### config.mk
export PLATFORM = sky130hd
export DESIGN_NAME = huffman_code_builder
export DESIGN_NICKNAME = d
export VERILOG_FILES = /design/src/design/hcb_pkg.sv /design/src/design/hcb_front.sv /design/src/design/hcb_back.sv /design/src/design/huffman_code_builder.sv
export VERILOG_INCLUDE_DIRS = /design/src /design/src/design
export SDC_FILE = /design/constraint.sdc
export NUM_CORES = 2
export LEC_CHECK = 0
export ABC_AREA = 1
export ABC_CLOCK_PERIOD_IN_PS = 5500
export BUFFER_PORTS_ARGS = -buffer_cell sky130_fd_sc_hd__buf_4
export CAP_MARGIN = 5
export CORE_UTILIZATION = 38
export CTS_CLUSTER_SIZE = 10
export DETAILED_ROUTE_END_ITERATION = 16
export SLEW_MARGIN = 0
export SYNTH_ARGS = -nofsm -noshare
export SYNTH_HDL_FRONTEND = slang
export SYNTH_SLANG_ARGS = --single-unit
### constraint.sdc
create_clock -name clk_i -period 5.5 [get_ports clk_i]
set_input_delay 0.275 -clock clk_i [delete_from_list [all_inputs] [get_ports clk_i]]
set_output_delay 0.275 -clock clk_i [all_outputs]
set_load 0.005 [all_outputs]
### src/design/huffman_code_builder_macros.svh
// Assertion macros for the Huffman code builder.
// Depends on nothing; included by the top level.
`ifndef HUFFMAN_CODE_BUILDER_MACROS_SVH
`define HUFFMAN_CODE_BUILDER_MACROS_SVH
`ifndef SYNTH
`define HCB_ASSERT(label, clk, rst_n, prop, msg) \
  label: assert property (@(posedge clk) disable iff (!rst_n) (prop)) else $error(msg);
`define HCB_ASSERT_RST(label, clk, prop, msg) \
  label: assert property (@(posedge clk) (prop)) else $error(msg);
`else
`define HCB_ASSERT(label, clk, rst_n, prop, msg)
`define HCB_ASSERT_RST(label, clk, prop, msg)
`endif
`endif

### src/design/hcb_pkg.sv
// Package for the Huffman code builder: payload structs, sizes, queue entry.
// Depends on nothing.
package hcb_pkg;
  localparam int unsigned MaxSymbolsDefault = 16;
  localparam int unsigned WeightW = 16;
  localparam int unsigned SumW    = 20;
  localparam int unsigned CodeW   = 15;

  typedef struct packed {
    logic [15:0] weight;
    logic        last_symbol;
  } in_item_t;

  typedef struct packed {
    logic [3:0]  symbol_index;
    logic [3:0]  code_length;
    logic [14:0] code_bits;
    logic        last_code;
  } out_item_t;

  typedef struct packed {
    logic        keep;
    logic        last;
    logic [15:0] weight;
  } queue_entry_t;
endpackage

### src/design/hcb_front.sv
// Front end of the Huffman code builder: accepts weights, counts them, marks
// overflow, and queues classified requests. Depends on hcb_pkg.
module hcb_front #(
  parameter int unsigned MaxSymbols = hcb_pkg::MaxSymbolsDefault
) (
  input  logic                  clk_i,
  input  logic                  rst_ni,
  input  hcb_pkg::in_item_t     in_data_i,
  input  logic                  in_valid_i,
  output logic                  in_ready_o,
  output hcb_pkg::queue_entry_t q_data_o,
  output logic                  q_valid_o,
  input  logic                  q_ready_i
);
  localparam int unsigned CntW = $clog2(MaxSymbols + 1);

  hcb_pkg::queue_entry_t buf_q [2];
  logic [1:0] fill_q;
  logic       wr_q, rd_q;
  logic [CntW-1:0] cnt_q;
  logic       blocked_q;
  logic       push, pop;

  // hold off after a last request until the back end takes it
  assign in_ready_o = (fill_q != 2'd2) && !blocked_q;
  assign push = in_valid_i && in_ready_o;
  assign q_valid_o = fill_q != 2'd0;
  assign q_data_o = buf_q[rd_q];
  assign pop = q_valid_o && q_ready_i;

  always_ff @(posedge clk_i) begin
    if (push) begin
      buf_q[wr_q].weight <= in_data_i.weight;
      buf_q[wr_q].last   <= in_data_i.last_symbol;
      buf_q[wr_q].keep   <= cnt_q < CntW'(MaxSymbols);
    end
  end

  always_ff @(posedge clk_i or negedge rst_ni) begin
    if (!rst_ni) begin
      fill_q <= '0; wr_q <= 1'b0; rd_q <= 1'b0; cnt_q <= '0; blocked_q <= 1'b0;
    end else begin
      fill_q <= fill_q + {1'b0, push} - {1'b0, pop};
      if (push) begin
        wr_q <= !wr_q;
        if (in_data_i.last_symbol) begin
          cnt_q <= '0;
          blocked_q <= 1'b1;
        end else if (cnt_q < CntW'(MaxSymbols)) begin
          cnt_q <= cnt_q + 1'b1;
        end
      end
      if (pop) begin
        rd_q <= !rd_q;
        if (q_data_o.last) blocked_q <= 1'b0;
      end
    end
  end
endmodule

### src/design/hcb_back.sv
// Back end of the Huffman code builder: stores leaves, merges by scan,
// walks codes and drives the output register. Depends on hcb_pkg.
module hcb_back #(
  parameter int unsigned MaxSymbols = hcb_pkg::MaxSymbolsDefault
) (
  input  logic                  clk_i,
  input  logic                  rst_ni,
  input  hcb_pkg::queue_entry_t q_data_i,
  input  logic                  q_valid_i,
  output logic                  q_ready_o,
  output hcb_pkg::out_item_t    out_data_o,
  output logic                  out_valid_o,
  input  logic                  out_ready_i,
  output logic                  busy_o
);
  localparam int unsigned Nodes = 2 * MaxSymbols - 1;
  localparam int unsigned NW    = $clog2(Nodes + 1);
  localparam int unsigned SW    = $clog2(MaxSymbols + 1);
  localparam int unsigned IW    = (MaxSymbols > 2) ? $clog2(MaxSymbols - 1) : 1;
  localparam int unsigned SumW  = hcb_pkg::SumW;
  localparam int unsigned CodeW = hcb_pkg::CodeW;

  localparam logic [2:0] StLoad  = 3'd0;
  localparam logic [2:0] StScan  = 3'd1;
  localparam logic [2:0] StMerge = 3'd2;
  localparam logic [2:0] StWalk  = 3'd3;
  localparam logic [2:0] StEmit  = 3'd4;

  logic [hcb_pkg::SumW-1:0] weight_q [Nodes];
  logic [NW-1:0]            parent_q [Nodes];
  logic                     has_par_q [Nodes];
  logic [NW-1:0]            left_q [MaxSymbols-1];

  logic [2:0]    st_q;
  logic [SW-1:0] n_q;
  logic [NW-1:0] i_q, k_q, l_q, r_q, c_q;
  logic          hl_q, hr_q;
  logic [SW-1:0] sym_q;
  logic [3:0]    len_q;
  logic [hcb_pkg::CodeW-1:0] code_q;
  logic          ov_q;
  hcb_pkg::out_item_t ob_q;

  logic [NW-1:0] nn;
  assign nn = NW'(n_q);
  assign q_ready_o = st_q == StLoad;
  assign busy_o = st_q != StLoad;
  assign out_valid_o = ov_q;
  assign out_data_o = ob_q;

  logic take;
  assign take = q_valid_i && q_ready_o;

  // load the output register when it is empty or being drained
  logic emit;
  assign emit = (st_q == StEmit) && (!ov_q || out_ready_i);

  logic kfree, kless_l, kless_r;
  assign kfree   = !has_par_q[k_q];
  assign kless_l = weight_q[k_q] < weight_q[l_q];
  assign kless_r = weight_q[k_q] < weight_q[r_q];

  logic cup;
  assign cup = has_par_q[c_q] && (len_q != 4'hF);

  always_ff @(posedge clk_i) begin
    if (take && q_data_i.keep)
      weight_q[NW'(n_q)] <= SumW'(q_data_i.weight);
    if (st_q == StMerge) begin
      weight_q[i_q] <= weight_q[l_q] + weight_q[r_q];
      left_q[IW'(i_q - nn)] <= l_q;
      parent_q[l_q] <= i_q;
      parent_q[r_q] <= i_q;
    end
  end

  always_ff @(posedge clk_i or negedge rst_ni) begin
    if (!rst_ni) begin
      st_q <= StLoad; n_q <= '0; ov_q <= 1'b0; ob_q <= '0;
      i_q <= '0; k_q <= '0; l_q <= '0; r_q <= '0; c_q <= '0;
      hl_q <= 1'b0; hr_q <= 1'b0; sym_q <= '0; len_q <= '0; code_q <= '0;
      for (int j = 0; j < Nodes; j++) has_par_q[j] <= 1'b0;
    end else begin
      if (emit) ov_q <= 1'b1;
      else if (out_ready_i) ov_q <= 1'b0;
      case (st_q)
        StLoad: begin
          if (take) begin
            if (q_data_i.last) begin
              if (q_data_i.keep) n_q <= n_q + 1'b1;
              i_q <= NW'(n_q) + NW'(q_data_i.keep);
              k_q <= '0; hl_q <= 1'b0; hr_q <= 1'b0;
              st_q <= StScan;
              // free the new leaf and every internal node of this set
              for (int j = 0; j < Nodes; j++)
                if (j >= int'(n_q)) has_par_q[j] <= 1'b0;
            end else if (q_data_i.keep) begin
              has_par_q[NW'(n_q)] <= 1'b0;
              n_q <= n_q + 1'b1;
            end
          end
        end
        StScan: begin
          if (i_q >= NW'(2 * n_q - 1)) begin
            sym_q <= '0; c_q <= '0; len_q <= '0; code_q <= '0;
            st_q <= StWalk;
          end else if (k_q == i_q) begin
            st_q <= StMerge;
          end else begin
            if (kfree) begin
              if (!hl_q || kless_l) begin
                r_q <= l_q; hr_q <= hl_q; l_q <= k_q; hl_q <= 1'b1;
              end else if (!hr_q || kless_r) begin
                r_q <= k_q; hr_q <= 1'b1;
              end
            end
            k_q <= k_q + 1'b1;
          end
        end
        StMerge: begin
          has_par_q[l_q] <= 1'b1;
          has_par_q[r_q] <= 1'b1;
          i_q <= i_q + 1'b1;
          k_q <= '0; hl_q <= 1'b0; hr_q <= 1'b0;
          st_q <= StScan;
        end
        StWalk: begin
          if (cup) begin
            code_q <= code_q |
              (CodeW'(left_q[IW'(parent_q[c_q] - nn)] != c_q) << len_q);
            len_q <= len_q + 1'b1;
            c_q <= parent_q[c_q];
          end else begin
            st_q <= StEmit;
          end
        end
        StEmit: begin
          if (emit) begin
            ob_q.symbol_index <= 4'(sym_q);
            ob_q.code_length  <= len_q;
            ob_q.code_bits    <= code_q;
            ob_q.last_code    <= sym_q == n_q - 1'b1;
            if (sym_q == n_q - 1'b1) begin
              n_q <= '0;
              st_q <= StLoad;
            end else begin
              sym_q <= sym_q + 1'b1;
              c_q <= NW'(sym_q + 1'b1);
              len_q <= '0; code_q <= '0;
              st_q <= StWalk;
            end
          end
        end
        default: st_q <= StLoad;
      endcase
    end
  end
endmodule

### src/design/huffman_code_builder.sv
// Top level of the Huffman code builder: front end, queue and back end.
// Depends on hcb_pkg, hcb_front, hcb_back and the assertion macro header.
//
//  channel | direction | payload              | handshake
//  in      | input     | hcb_pkg::in_item_t   | in_valid_i / in_ready_o
//  out     | output    | hcb_pkg::out_item_t  | out_valid_o / out_ready_i
//
// A weight is registered in the queue and then stored by the back end. A set
// of n symbols is then built one merge at a time: for each new node i a scan
// steps through the nodes below i to find the two lightest free ones, and the
// merge step writes node i; then each code is walked up the tree and emitted.
// Reset empties the queue and returns the back end to loading.
// Input stalls from a last request until the back end takes it; two more
// requests then queue and the input stalls until the last code is emitted.
// A held output register holds the back end in its emit step.
`include "huffman_code_builder_macros.svh"
module huffman_code_builder #(
  parameter int unsigned MaxSymbols = hcb_pkg::MaxSymbolsDefault
) (
  input  logic               clk_i,
  input  logic               rst_ni,
  input  hcb_pkg::in_item_t  in_data_i,
  input  logic               in_valid_i,
  output logic               in_ready_o,
  output hcb_pkg::out_item_t out_data_o,
  output logic               out_valid_o,
  input  logic               out_ready_i
);
  hcb_pkg::queue_entry_t q_data;
  logic q_valid, q_ready, busy;

  // classify and buffer requests
  hcb_front #(.MaxSymbols(MaxSymbols)) u_front (
    .clk_i, .rst_ni, .in_data_i, .in_valid_i, .in_ready_o,
    .q_data_o(q_data), .q_valid_o(q_valid), .q_ready_i(q_ready)
  );

  // build the tree and emit codes
  hcb_back #(.MaxSymbols(MaxSymbols)) u_back (
    .clk_i, .rst_ni, .q_data_i(q_data), .q_valid_i(q_valid), .q_ready_o(q_ready),
    .out_data_o, .out_valid_o, .out_ready_i, .busy_o(busy)
  );

  `HCB_ASSERT(a_no_take_busy, clk_i, rst_ni, busy |-> !q_ready, "queue drained while building")
  `HCB_ASSERT(a_out_hold, clk_i, rst_ni, (out_valid_o && !out_ready_i) |=> out_valid_o, "code lost")
  `HCB_ASSERT_RST(a_rst_idle, clk_i, !rst_ni |=> !out_valid_o, "output valid after reset")
endmodule

==> results by group <==
Timing
  – Fin. max-slew vios: 0
  – RSZ-0062 raised after global routing: yes
  – Post-route setup TNS: 0 ns
  – Max-slew headroom: roughly 11%
  – Final Hold Viols: 0
  – Clock skew: 0.06544 ns
  – Min cycle time layout: around 5.4 ns
  – Fmax achieved: 185.8 MHz
  – Period utilization: roughly 98%
  – Setup violations, final: 0
  – Worst slew pin tran: between 1 and 1.5 ns

Detailed routing
  – First drt pass iteration count: 12
  – Via/cell ratio: just over 6
  – Drt total wl: between 200 and 250 mm
  – Iter 0 DRT Violations: 7391
  – Routed Antenna Nets: 0
  – Post-DR wirelength/cell: roughly 27 um
  – Vias: ~48000
  – Remaining DRCs: 0

Floorplan
  – Core area: approximately 140000 um2
  – Row cnt: between 100 and 150
  – Width of the chip: roughly 380 um
  – # IOs: between 40 and 50
  – Die Footprint: 142600 um2
  – Chip height: 377.7 um
  – Initial core utilization: a little under two fifths

Cells and area
  – Layout Utilization: a little over two fifths
  – Commonest non-fill, non-tap cell in the layout: edfxtp_1
  – Area growth from synthesis to layout: 14.53%
  – Post-route cell area: ~61000 um2
  – Most frequent cells in the layout: edfxtp_1 (886), nand2_1 (818), o21ai_0 (779), inv_1 (742), o22ai_1 (465)
  – Final Net Count: about 6000
  – Share of cells above drive strength 1: under 10%

Global routing
  – First-pass GRT wire length: approximately 310 mm
  – Pin count of the biggest net entering global routing: around 110
  – Vias in the first global route: ~45000
  – Initial antenna violation count: 6
  – GRT overflow: 0
  – Total GRT Usage: 29.42%

Logic synthesis
  – Ys flop type: edfxtp_1
  – Post-Syn Instances: ~5800
  – Synthesized cell area: about 54000 um2
  – #FFs+latches synth: 1011
  – Post-synth cell types: between 60 and 70
  – Register area share after synthesis: ~55%
  – Syn Nets: between 5000 and 6000
  – Cell taking the most area after synthesis: edfxtp_1
  – Post-synth EDFFs: 886
  – Post-synth top area share: between 40 and 50%
  – Ys async rst share: between 10% and 20%
  – Synth Area per Inst: 9.253 um2
  – Synth warn: 0
  – Synth area leaders: edfxtp_1 (50%), o21ai_0 (7.4%), dfrtp_1 (5.8%)

Placement
  – IO buf count: between 40 and 50
  – Routability cong.: 1.020
  – Dpl hpwl: roughly 140 mm
  – Post-place instance area: between 50000 and 60000 um2

Pwr
  – VDD IR max: between 300 and 400 uV
  – Sw Ratio: 45.10%
  – Switch Pwr: 16.35 mW
  – Flop pwr share: roughly 30%
  – Final Power: ~36 mW
  – Logic pwr share: between 40% and 50%
  – Power Dens Cells: around 600 nW/um2
  – Internal power: around 20 mW
  – Power share of the clock group: about 20%
  – Leak: ~24 nW

Setup path
  – Worst path bufs/invs: 5
  – CP Data Required Time: just over 6 ns
  – Nature of the critical path startpoint: flip-flop
  – Endpoint class of the critical path: flip-flop
  – Most frequent cell on the critical path: nand2_1
  – Slowest CP cell: inv_1
  – Critical path type: flip-flop to flip-flop
  – CP Cell Sequence: inv_1 > nor2_1 > nand2_1 > inv_1 > buf_4 > o21ai_0 > and3_1 > nand2_2 > ha_1 > inv_1 > fa_1 > o31ai_1 > nand3_1 > nand2_1 > nand3_1 > nand2_1 > xor2_1 > nand2_1 > nand2_1 > buf_4
  – R2r setup slk: 0.12 ns
  – Worst Path Arrival: about 6 ns
  – Max stage delay on crit path: 0.72 ns
  – CP Max Fanout: 31
  – Worst path top cell family by delay: buffers and inverters

Min path
  – Worst Hold Class: primary input to asynchronous set/reset pin

Run
  – Max Cap Viol: 0

Clocking
  – Depth of the CTS H-tree: 3
  – CTS tree: built
  – TritonCTS Sinks: 1011
  – Clock slew at reported path FFs: about 0.060 ns
  – Clk_lat worst skew: slightly below 0.8 ns
  – Post-CTS setup buffers: 0
  – Clock buffer depth: 3
  – CTS buffer count: approximately 120
  – Root buf cell: clkbuf_16

Status
  – Outcome: finished clean
-- Yosys cell counts (96+ instances only) --
cell,number
edfxtp_1,886
nand2_1,820
o21ai_0,789
inv_1,745
o22ai_1,465
a21oi_1,375
nor2_1,352
nand3_1,217
clkbuf_1,208
dfrtp_1,125
buf_2,109
o221ai_1,96
-- what timing repair did --
| action | in CTS | in global routing |
|---|---|---|
| hold buffers | 20 | 0 |
| endpoints found under the hold margin | 132 | 0 |
| setup endpoints to repair | 5 | 311 |
| resized for setup | 1 | 7 |
-- worst register-to-register path: cells and delay by family, from the launching register on --
family | cells | cell delay (ns)
and+or+nand+nor | 10 | 1.23
buffers and inverters | 5 | 1.66
adders and majority gates | 2 | 0.74
xor gates and xnor gates | 1 | 0.47
AOI/OAI and AO/OA | 2 | 0.58
DFF | 1 | 0.45
-- flip-flops by register name (all words and copies together), names as in the netlist, 2 cells and up --
register and cells:
u_back.c_q 5, u_back.code_q 15, u_back.has_par_q 31, u_back.i_q 5, u_back.k_q 5, u_back.l_q 5
u_back.left_q 75, u_back.len_q 4, u_back.n_q 5, u_back.out_data_o 24, u_back.parent_q 155, u_back.r_q 5
u_back.st_q 3, u_back.sym_q 5, u_back.weight_q 620, u_front.buf_q 36, u_front.cnt_q 5, u_front.fill_q 2
-- power groups by stage --
stage                     combinational [mW]  sequential [mW]  clock, mW
after CTS                               17.5             10.9       7.42
after global routing                    19.3             11.0       7.68
final                                   18.0             11.0       7.34
after detailed placement                17.4             11.1          0
after global placement                  17.2             11.1          0
after floorplan                         10.5             11.1          0
-- path summary, 6_finish.rpt --
kind                                                    from  cells after the start                                end
max                                u_back.l_q[3]$_DFFE_PN0P_                     20   u_back.weight_q[10][8]$_DFFE_PP_
min                                                   rst_ni                      2   u_back.out_data_o[2]$_DFFE_PN0P_
max reg2reg                        u_back.l_q[3]$_DFFE_PN0P_                     20   u_back.weight_q[10][8]$_DFFE_PP_
min reg2reg                u_back.out_data_o[23]$_DFFE_PN0P_                      2  u_back.out_data_o[23]$_DFFE_PN0P_
max in group asynchronous                             rst_ni                      3          u_back.l_q[1]$_DFFE_PN0P_
min in group clk_i                              in_data_i[1]                      2      u_front.buf_q[1][0]$_DFFE_PP_
-- metal layers --
metal | share of wire [%] | vias to the layer above | GRT usage (%)
li1 | - | 21000 | -
met1 | 38 | 22940 | 38.11
met5 | 0.012 | - | 0
met3 | 11 | 780 | 6.661
met4 | 7.1 | 4 | 18.55
met2 | 44 | 3277 | 44.40
-- kinds of logic after synthesis --
family	share of synthesized area, %
XOR/XNOR	0.5063
AO/OA/AOI/OAI	21.60
adder cells (fa/ha/maj)	2.039
flip-flops	55.45
buffers and inverters	8.447
AND/OR/NAND/NOR	11.96
-- cell type report --
class                      instances  area [um2]
antenna                            2       5.005
clock buffer                     175        3207
clock inverter                    23       336.6
fill                           13300       78290
inverter                         772        2928
multi-input combinational       3635       19730
sequential                      1011       29750
tap                             1876        2347
timing repair buffer             348        3120
-- per-stage QoR --
| stage | std cells | hold WS [ns] | worst slack, ns |
|---|---|---|---|
| after floorplan | 5795 | -0.02059 | 0.2410 |
| after global placement | 7622 | 0.4228 | -0.09315 |
| after detailed placement | 7622 | 0.4264 | -0.06585 |
| after CTS | 7840 | 0.1334 | 0.1694 |
| after global routing | 7841 | 0.2003 | -0.006623 |
| final | 7842 | 0.1305 | 0.1191 |
Power figures use the tool's default switching activity.
